--- src/rtl/cbm_pkg.sv ---
// Shared types and codes for the cartridge bank mapper.
// Used by the top level, the mapping core and the port checker; no dependencies.
package cbm_pkg;

   // bus access kinds
   localparam logic [1:0] ACT_CPU_READ  = 2'd0;
   localparam logic [1:0] ACT_CPU_WRITE = 2'd1;
   localparam logic [1:0] ACT_PIC_READ  = 2'd2;
   localparam logic [1:0] ACT_PIC_WRITE = 2'd3;

   // result targets
   localparam logic [2:0] TGT_NONE     = 3'd0;
   localparam logic [2:0] TGT_PRG_ROM  = 3'd1;
   localparam logic [2:0] TGT_SAVE_RAM = 3'd2;
   localparam logic [2:0] TGT_CHR_ROM  = 3'd3;
   localparam logic [2:0] TGT_CHR_RAM  = 3'd4;

   // mirroring codes
   localparam logic [2:0] MIR_HORIZONTAL   = 3'd0;
   localparam logic [2:0] MIR_VERTICAL     = 3'd1;
   localparam logic [2:0] MIR_FOUR_SCREEN  = 3'd2;
   localparam logic [2:0] MIR_SINGLE_LOWER = 3'd3;
   localparam logic [2:0] MIR_SINGLE_UPPER = 3'd4;

   // mapper kinds
   localparam logic [1:0] KIND_FIXED  = 2'd0;
   localparam logic [1:0] KIND_SERIAL = 2'd1;
   localparam logic [1:0] KIND_SWITCH = 2'd2;

   // serial mapper program modes with a fixed 16KiB half
   localparam logic [1:0] PRG_MODE_FIX_LOW  = 2'd2;
   localparam logic [1:0] PRG_MODE_FIX_HIGH = 2'd3;

   // serial mapper register selects, address bits 14:13
   localparam logic [1:0] SREG_CONTROL  = 2'd0;
   localparam logic [1:0] SREG_CHR_LOW  = 2'd1;
   localparam logic [1:0] SREG_CHR_HIGH = 2'd2;
   localparam logic [1:0] SREG_PRG      = 2'd3;

   // configuration register indexes
   localparam logic [2:0] CSR_MAPPER_KIND    = 3'd0;
   localparam logic [2:0] CSR_PRG_BANK_COUNT = 3'd1;
   localparam logic [2:0] CSR_CHR_BANK_COUNT = 3'd2;
   localparam logic [2:0] CSR_BASE_MIRRORING = 3'd3;
   localparam logic [2:0] CSR_HAS_SAVE_RAM   = 3'd4;

   localparam int CSR_ADDR_WIDTH = 5;
   localparam int CSR_DATA_WIDTH = 32;

   localparam logic [7:0] PRG_COUNT_HIGH_BANK = 8'd32;
   localparam logic [7:0] PRG_FIXED_LIMIT     = 8'd16;

   typedef struct packed {
      logic [1:0] action;
      logic [15:0] address;
      logic [7:0] value;
   } req_type;

   typedef struct packed {
      logic [2:0] target;
      logic store_enable;
      logic [7:0] bank;
      logic [13:0] offset;
      logic [7:0] store_data;
      logic [2:0] mirroring;
   } rsp_type;

   typedef struct packed {
      logic [1:0] mapper_kind;
      logic [7:0] prg_bank_count;
      logic [7:0] chr_bank_count;
      logic [1:0] base_mirroring;
      logic has_save_ram;
   } cfg_type;

   typedef struct packed {
      logic load;
      logic [2:0] value;
   } mirror_load_type;

   // header mirroring 3 is taken as four-screen
   function automatic logic [2:0] clamp_mirror(input logic [1:0] m);
      return (m == 2'd3) ? MIR_FOUR_SCREEN : {1'b0, m};
   endfunction

endpackage

--- src/rtl/cbm_core.sv ---
// Mapping core: mapper state registers and the per-word address decode.
// Depends on cbm_pkg.
module cbm_core
   import cbm_pkg::*;
(
   input  logic            clock,
   input  logic            reset,
   input  cfg_type         cfg,
   input  mirror_load_type mirror_load,
   input  req_type         req_data,
   input  logic            req_fire,
   output rsp_type         rsp_next
);

   logic [4:0] shift_ff, shift_in;
   logic [2:0] count_ff, count_in;
   logic [1:0] prg_mode_ff, prg_mode_in;
   logic       chr4k_ff, chr4k_in;
   logic [7:0] prg_bank_ff, prg_bank_in;
   logic [4:0] chr_low_ff, chr_low_in;
   logic [4:0] chr_high_ff, chr_high_in;
   logic [2:0] mirror_ff, mirror_in;

   logic       serial;
   logic       upper;
   logic [3:0] fixed_bank;
   logic [7:0] last_bank;
   logic [7:0] prg_bank;

   assign serial = (cfg.mapper_kind == KIND_SERIAL);
   assign upper  = req_data.address[14];
   assign last_bank = (cfg.prg_bank_count == 8'd0) ? 8'd0 : cfg.prg_bank_count - 8'd1;
   assign fixed_bank = (cfg.prg_bank_count >= PRG_FIXED_LIMIT) ? 4'd15 :
                       (cfg.prg_bank_count == 8'd0) ? 4'd0 :
                       cfg.prg_bank_count[3:0] - 4'd1;

   always_comb begin
      prg_bank = 8'd0;
      case (cfg.mapper_kind)
         KIND_SERIAL: begin
            if (!prg_mode_ff[1]) begin
               prg_bank = {3'd0, prg_bank_ff[4:1], upper};
            end else if (prg_mode_ff == PRG_MODE_FIX_LOW) begin
               prg_bank = upper ? prg_bank_ff : {3'd0, prg_bank_ff[4], 4'd0};
            end else begin
               prg_bank = upper ? {3'd0, prg_bank_ff[4], fixed_bank} : prg_bank_ff;
            end
         end
         KIND_SWITCH: begin
            prg_bank = upper ? last_bank : prg_bank_ff;
         end
         default: begin
            prg_bank = (upper && cfg.prg_bank_count != 8'd1) ? 8'd1 : 8'd0;
         end
      endcase
   end

   // state update
   always_comb begin
      logic [4:0] s;
      logic [4:0] s_eff;
      logic [2:0] cnt;
      shift_in    = shift_ff;
      count_in    = count_ff;
      prg_mode_in = prg_mode_ff;
      chr4k_in    = chr4k_ff;
      prg_bank_in = prg_bank_ff;
      chr_low_in  = chr_low_ff;
      chr_high_in = chr_high_ff;
      mirror_in   = mirror_ff;
      s     = {req_data.value[0], shift_ff[4:1]};
      s_eff = s;
      cnt   = count_ff + 3'd1;
      if (mirror_load.load) begin
         mirror_in = mirror_load.value;
      end else if (req_fire && req_data.action == ACT_CPU_WRITE && req_data.address[15]) begin
         if (serial) begin
            if (req_data.value[7]) begin
               shift_in    = 5'd0;
               count_in    = 3'd0;
               prg_mode_in = PRG_MODE_FIX_HIGH;
            end else if (cnt < 3'd5) begin
               shift_in = s;
               count_in = cnt;
            end else begin
               shift_in = 5'd0;
               count_in = 3'd0;
               case (req_data.address[14:13])
                  SREG_CONTROL: begin
                     case (s[1:0])
                        2'd0:    mirror_in = MIR_SINGLE_LOWER;
                        2'd1:    mirror_in = MIR_SINGLE_UPPER;
                        2'd2:    mirror_in = MIR_VERTICAL;
                        default: mirror_in = MIR_HORIZONTAL;
                     endcase
                     prg_mode_in = s[3:2];
                     chr4k_in    = s[4];
                  end
                  SREG_CHR_LOW: begin
                     s_eff = chr4k_ff ? s : {s[4:1], 1'b0};
                     chr_low_in = s_eff;
                     // the high program bank bit rides on this register for 512KiB parts
                     if (s_eff[4] && cfg.prg_bank_count == PRG_COUNT_HIGH_BANK) begin
                        prg_bank_in = prg_bank_ff | 8'h10;
                     end else begin
                        prg_bank_in = prg_bank_ff & 8'hEF;
                     end
                  end
                  SREG_CHR_HIGH: begin
                     if (chr4k_ff) begin
                        chr_high_in = s;
                     end
                  end
                  default: begin
                     s_eff = prg_mode_ff[1] ? s : {s[4:1], 1'b0};
                     prg_bank_in = {3'd0, prg_bank_ff[4], s_eff[3:0]};
                  end
               endcase
            end
         end else if (cfg.mapper_kind == KIND_SWITCH) begin
            prg_bank_in = (req_data.value >= cfg.prg_bank_count) ? last_bank : req_data.value;
         end
      end
   end

   always_ff @(posedge clock) begin
      if (reset) begin
         shift_ff    <= 5'd0;
         count_ff    <= 3'd0;
         prg_mode_ff <= PRG_MODE_FIX_HIGH;
         chr4k_ff    <= 1'b0;
         prg_bank_ff <= 8'd0;
         chr_low_ff  <= 5'd0;
         chr_high_ff <= 5'd0;
         mirror_ff   <= MIR_HORIZONTAL;
      end else begin
         shift_ff    <= shift_in;
         count_ff    <= count_in;
         prg_mode_ff <= prg_mode_in;
         chr4k_ff    <= chr4k_in;
         prg_bank_ff <= prg_bank_in;
         chr_low_ff  <= chr_low_in;
         chr_high_ff <= chr_high_in;
         mirror_ff   <= mirror_in;
      end
   end

   // result word
   always_comb begin
      rsp_next = '0;
      if (req_data.action == ACT_CPU_READ || req_data.action == ACT_CPU_WRITE) begin
         if (!req_data.address[15]) begin
            if (cfg.has_save_ram) begin
               rsp_next.target = TGT_SAVE_RAM;
               rsp_next.offset = {1'b0, req_data.address[12:0]};
               if (req_data.action == ACT_CPU_WRITE) begin
                  rsp_next.store_enable = 1'b1;
                  rsp_next.store_data   = req_data.value;
               end
            end
         end else if (req_data.action == ACT_CPU_READ) begin
            rsp_next.target = TGT_PRG_ROM;
            rsp_next.bank   = prg_bank;
            rsp_next.offset = req_data.address[13:0];
         end
      end else if (cfg.chr_bank_count == 8'd0) begin
         rsp_next.target = TGT_CHR_RAM;
         rsp_next.offset = {1'b0, req_data.address[12:0]};
         if (req_data.action == ACT_PIC_WRITE) begin
            rsp_next.store_enable = 1'b1;
            rsp_next.store_data   = req_data.value;
         end
      end else if (req_data.action == ACT_PIC_READ) begin
         rsp_next.target = TGT_CHR_ROM;
         if (serial) begin
            if (chr4k_ff) begin
               rsp_next.bank = {3'd0, req_data.address[12] ? chr_high_ff : chr_low_ff};
            end else begin
               rsp_next.bank = {3'd0, chr_low_ff} + {7'd0, req_data.address[12]};
            end
            rsp_next.offset = {2'd0, req_data.address[11:0]};
         end else begin
            rsp_next.offset = {1'b0, req_data.address[12:0]};
         end
      end
      // a control write shows its new mirroring in its own result
      rsp_next.mirroring = serial ? mirror_in : clamp_mirror(cfg.base_mirroring);
   end

endmodule

--- src/rtl/cartridge_bank_mapper.sv ---
// An accepted word's result is registered in the output register, or in the skid entry while the output stalls.
// Throughput: one word every cycle while req_ready is high, set by the single decode stage and the result register.
// A two-entry result buffer keeps req_ready high for one more word while rsp_ready is low.
// Reset (synchronous, active high) loads the configuration defaults and mapper state
// and empties the result buffer.
// Top level of the cartridge bank mapper: configuration port, result buffer.
// Depends on cbm_pkg and cbm_core.
module cartridge_bank_mapper
   import cbm_pkg::*;
(
   input  logic                      clock,
   input  logic                      reset,
   input  logic                      req_valid,
   output logic                      req_ready,
   input  req_type                   req_data,
   output logic                      rsp_valid,
   input  logic                      rsp_ready,
   output rsp_type                   rsp_data,
   input  logic                      csr_psel,
   input  logic                      csr_penable,
   input  logic                      csr_pwrite,
   input  logic [CSR_ADDR_WIDTH-1:0] csr_paddr,
   input  logic [CSR_DATA_WIDTH-1:0] csr_pwdata,
   output logic [CSR_DATA_WIDTH-1:0] csr_prdata,
   output logic                      csr_pready
);

   cfg_type         cfg_ff, cfg_in;
   mirror_load_type mirror_load;
   rsp_type         rsp_next;
   rsp_type         out_ff, skid_ff;
   logic            out_valid_ff, skid_valid_ff;
   logic            csr_write;
   logic [2:0]      csr_index;
   logic            push, pop;

   assign csr_pready = 1'b1;
   assign csr_write  = csr_psel && csr_penable && csr_pwrite && csr_pready;
   assign csr_index  = csr_paddr[4:2];

   always_comb begin
      cfg_in = cfg_ff;
      mirror_load = '0;
      if (csr_write) begin
         case (csr_index)
            CSR_MAPPER_KIND:    cfg_in.mapper_kind = csr_pwdata[1:0];
            CSR_PRG_BANK_COUNT: cfg_in.prg_bank_count = csr_pwdata[7:0];
            CSR_CHR_BANK_COUNT: cfg_in.chr_bank_count = csr_pwdata[7:0];
            CSR_BASE_MIRRORING: begin
               cfg_in.base_mirroring = csr_pwdata[1:0];
               mirror_load.load  = 1'b1;
               mirror_load.value = clamp_mirror(csr_pwdata[1:0]);
            end
            CSR_HAS_SAVE_RAM:   cfg_in.has_save_ram = csr_pwdata[0];
            default: ;
         endcase
      end
   end

   always_comb begin
      case (csr_index)
         CSR_MAPPER_KIND:    csr_prdata = {30'd0, cfg_ff.mapper_kind};
         CSR_PRG_BANK_COUNT: csr_prdata = {24'd0, cfg_ff.prg_bank_count};
         CSR_CHR_BANK_COUNT: csr_prdata = {24'd0, cfg_ff.chr_bank_count};
         CSR_BASE_MIRRORING: csr_prdata = {30'd0, cfg_ff.base_mirroring};
         CSR_HAS_SAVE_RAM:   csr_prdata = {31'd0, cfg_ff.has_save_ram};
         default:            csr_prdata = '0;
      endcase
   end

   always_ff @(posedge clock) begin
      if (reset) begin
         cfg_ff.mapper_kind    <= KIND_FIXED;
         cfg_ff.prg_bank_count <= 8'd2;
         cfg_ff.chr_bank_count <= 8'd1;
         cfg_ff.base_mirroring <= 2'd0;
         cfg_ff.has_save_ram   <= 1'b0;
      end else begin
         cfg_ff <= cfg_in;
      end
   end

   assign req_ready = !skid_valid_ff;
   assign push      = req_valid && req_ready;
   assign pop       = out_valid_ff && rsp_ready;

   cbm_core u_core (
      .clock       (clock),
      .reset       (reset),
      .cfg         (cfg_ff),
      .mirror_load (mirror_load),
      .req_data    (req_data),
      .req_fire    (push),
      .rsp_next    (rsp_next)
   );

   always_ff @(posedge clock) begin
      if (reset) begin
         out_valid_ff  <= 1'b0;
         skid_valid_ff <= 1'b0;
      end else begin
         if (!out_valid_ff || pop) begin
            out_valid_ff <= skid_valid_ff || push;
         end
         if (skid_valid_ff && pop) begin
            skid_valid_ff <= 1'b0;
         end else if (push && out_valid_ff && !pop) begin
            skid_valid_ff <= 1'b1;
         end
      end
   end

   // payload: refill from the skid word first, else take the new word
   always_ff @(posedge clock) begin
      if (!out_valid_ff || pop) begin
         out_ff <= skid_valid_ff ? skid_ff : rsp_next;
      end
      if (push && out_valid_ff && !pop) begin
         skid_ff <= rsp_next;
      end
   end

   assign rsp_valid = out_valid_ff;
   assign rsp_data  = out_ff;

endmodule

--- config.mk ---
export PLATFORM = sky130hd
export DESIGN_NAME = cartridge_bank_mapper
export DESIGN_NICKNAME = d
export VERILOG_FILES = /design/src/rtl/cbm_pkg.sv /design/src/rtl/cbm_core.sv /design/src/rtl/cartridge_bank_mapper.sv
export SDC_FILE = /design/constraint.sdc
export NUM_CORES = 1
export LEC_CHECK = 0
export ABC_AREA = 1
export BUFFER_PORTS_ARGS = -buffer_cell sky130_fd_sc_hd__buf_2
export CORE_MARGIN = 5
export CORE_UTILIZATION = 45
export DETAILED_ROUTE_END_ITERATION = 6
export MAX_ROUTING_LAYER = met4
export PLACE_DENSITY = 0.68
export SYNTH_ARGS = -nofsm -noshare
export SYNTH_HDL_FRONTEND = slang
export SYNTH_SLANG_ARGS = --single-unit
--- constraint.sdc ---
create_clock -name clock -period 4.5 [get_ports clock]
set_input_delay 0.9 -clock clock [delete_from_list [all_inputs] [get_ports clock]]
set_output_delay 0.9 -clock clock [all_outputs]
set_load 0.03 [all_outputs]
==> impl_metrics.json <==
{
  "run_status": "finished clean",
  "synth.most_common_cell": "nand2_1",
  "post-route-period-util_pct": 65.5,
  "dr.pass1.iters": 4,
  "synth_cells": 822,
  "syn_to_final_growth_pct": 16.3,
  "track_usage_pct": 19.1,
  "worst_pin_slew_ps": 1020,
  "cts.sinks": 128,
  "drcViolationCount": 0,
  "vias_per_cell": 5.04,
  "crit_type": "in2out",
  "overflow": 0,
  "clk_latency_ps": 420,
  "yosysUniqueCellTypes": 45,
  "synth_common_cells": "221 x nand2_1, 90 x nor2_1, 83 x inv_1, 74 x edfxtp_1",
  "met3_usage_pct": 5.50,
  "cts_resized": 0,
  "yosysSeqAreaShare_pct": 49.6,
  "place_hpwl_mm": 11.7,
  "crit_fanout": 7,
  "ant_nets": 0,
  "port_buffers": 90,
  "die_x_um": 132,
  "power.density_nw_per_um2": 374,
  "drt_iter0_markers": 335,
  "hold_viol_final": 0,
  "grt_pass1_wl_mm": 26.3,
  "grt_pass1_vias": 5319,
  "maxCapViolations": 0,
  "fin_tns_setup_ps": 0,
  "synth_area_leaders": "edfxtp_1 33%, dfxtp_1 16%, nand2_1 12%",
  "path_clk_slew_ps": 60,
  "num_rows": 44,
  "dieHeight_um": 132,
  "start_kind": "input port",
  "fin_ws_ps": 1550,
  "slew_viol_final": 0,
  "final_util_pct": 53.3,
  "grt_use_met2_pct": 28.6,
  "r2r_slack_ps": 2030,
  "worst_hold_path_type": "reg2reg",
  "dieArea_um2": 17300,
  "syn_area_per_cell_um2": 8.10,
  "rsz0062_at_grt": "no",
  "cts.hold.buffers_added": 0,
  "slew_headroom_pct": 31.7,
  "cts_max_path_buffers": 2,
  "final_nets": 995,
  "yosysWarnings": 0,
  "num_vias": 5578,
  "leakage_nw": 3.57,
  "antenna_found_initial": 0,
  "io_pins": 142,
  "netlist_area_um2": 6660,
  "pre_cts_ws_ps": 1570,
  "fin_worst_skew_ps": 5.84,
  "end_kind": "output port",
  "wl_per_cell_um": 14.3,
  "use_met1_pct": 24.7,
  "start_util_pct": 45.8,
  "place_congestion": 0.907,
  "top_usage_layer": "met2",
  "vdd_ir_drop_max_uv": 226,
  "synth_top_area_share_pct": 33.4,
  "synth_edf_count": 74,
  "worstPathRequired_ps": 3600,
  "postCtsSetupRepairBufs": 0,
  "synth_seq_cells": 128,
  "fmax_mhz": 339,
  "crit_arrival_ps": 2050,
  "routed_wl_mm": 15.8,
  "async_flop_share_pct": 0,
  "layout_min_cycle_time_ps": 2950,
  "h-tree-depth": 4,
  "cts_root_buffer": "clkbuf_16",
  "cts_tree": "built",
  "cts_buffers": 17,
  "core-area_um2": 14500,
  "setup_viol": 0,
  "synth_area_leader_cell": "edfxtp_1",
  "synthFlopType": "edfxtp_1",
  "diodes": 0,
  "final_layout_size_suffix_gt1_share_pct": 16.5,
  "grt_max_degree": 40
}
## critical path, stage by stage
cell and delay, ps:
buf_2 130, nor3_1 340, inv_1 200, o21ai_0 240, buf_2 240
## layout by cell type (no fill, tap or decap), types with 2 or more instances in the layout
| cell | n |
|---|---|
| a211oi_1 | 15 |
| a21oi_1 | 54 |
| a21oi_2 | 2 |
| a31oi_1 | 7 |
| buf_2 | 90 |
| buf_4 | 4 |
| bufinv_16 | 2 |
| clkbuf_16 | 17 |
| clkinv_1 | 5 |
| clkinv_2 | 2 |
| clkinvlp_4 | 5 |
| conb_1 | 25 |
| dfxtp_1 | 54 |
| edfxtp_1 | 74 |
| ha_1 | 15 |
| inv_1 | 83 |
| inv_2 | 6 |
| inv_6 | 2 |
| nand2_1 | 221 |
| nand2_2 | 3 |
| nand3_1 | 40 |
| nand3_2 | 3 |
| nand4_1 | 16 |
| nor2_1 | 89 |
| nor2_2 | 3 |
| nor2_4 | 4 |
| nor3_1 | 6 |
| nor3_4 | 2 |
| nor4_1 | 2 |
| o2111ai_1 | 3 |
| o211ai_1 | 3 |
| o21ai_0 | 37 |
| o21ai_1 | 4 |
| o21bai_1 | 2 |
| o22ai_1 | 4 |
| o31ai_1 | 5 |
## power by group
group | total (mW) | switching (mW) | internal [mW] | leakage [nW]
Sequential | 1.29 | 0.0124 | 1.28 | 1.21
Combinational | 0.282 | 0.214 | 0.0683 | 2.09
Clock | 1.32 | 0.510 | 0.811 | 0.264
Total | 2.89 | 0.736 | 2.16 | 3.57
## metrics by stage
stage	power [mW]	instance area [µm²]	instances	hold slack, ps
6_report	2.89	7750	1107	469
3_3_place_gp	1.59	7180	1075	458
3_5_place_dp	1.60	7180	1075	464
5_1_grt	3.00	7750	1107	504
2_1_floorplan	1.53	6750	845	444
4_1_cts	2.91	7750	1107	472
## cells by family after synthesis
| logic type | after synthesis | share of synthesized area [%] |
|---|---|---|
| XOR/XNOR | 2 | 0.376 |
| buffers and inverters | 140 | 9.49 |
| AO/OA/AOI/OAI | 141 | 12.3 |
| adder cells (fa/ha/maj) | 15 | 2.82 |
| AND/OR/NAND/NOR | 394 | 25.3 |
| flip-flops | 128 | 49.6 |
| other | 2 | 0.113 |
## area by class of cell
class                      count  area (µm²)
clock inverter                14         141
multi-input combinational    577        2820
sequential                   128        3300
tap                          184         230
fill                        1402        6780
timing repair buffer          94         480
clock buffer                  18         429
inverter                      92         345
## registers in the layout (all words and copies together) (netlist names), 2 cells and up
signal	cells
rsp_data	37
skid_ff	37
cfg_ff	21
u_core.prg_bank_ff	8
u_core.chr_high_ff	5
u_core.chr_low_ff	5
u_core.shift_ff	4
u_core.count_ff	3
u_core.mirror_ff	3
u_core.prg_mode_ff	2
## layer usage
layer  share of wire, %  up-vias  routed length, µm
li1                   -     2875                  -
met1                 47     2515               7470
met2                 45      163               7070
met3                6.1       25                967
met4                2.1        0                331
met5                  0        -                  0
## final timing paths
check / startpoint / cells after the start / end
worst min register to register: u_core.prg_bank_ff[6] / 2 / u_core.prg_bank_ff[6]
worst min-delay path: u_core.prg_bank_ff[6] / 2 / u_core.prg_bank_ff[6]
worst max-delay path: csr_paddr[4] / 5 / csr_prdata[7]
worst max register to register: cfg_ff[20] / 10 / skid_ff[1]
Power figures use the tool's default switching activity.
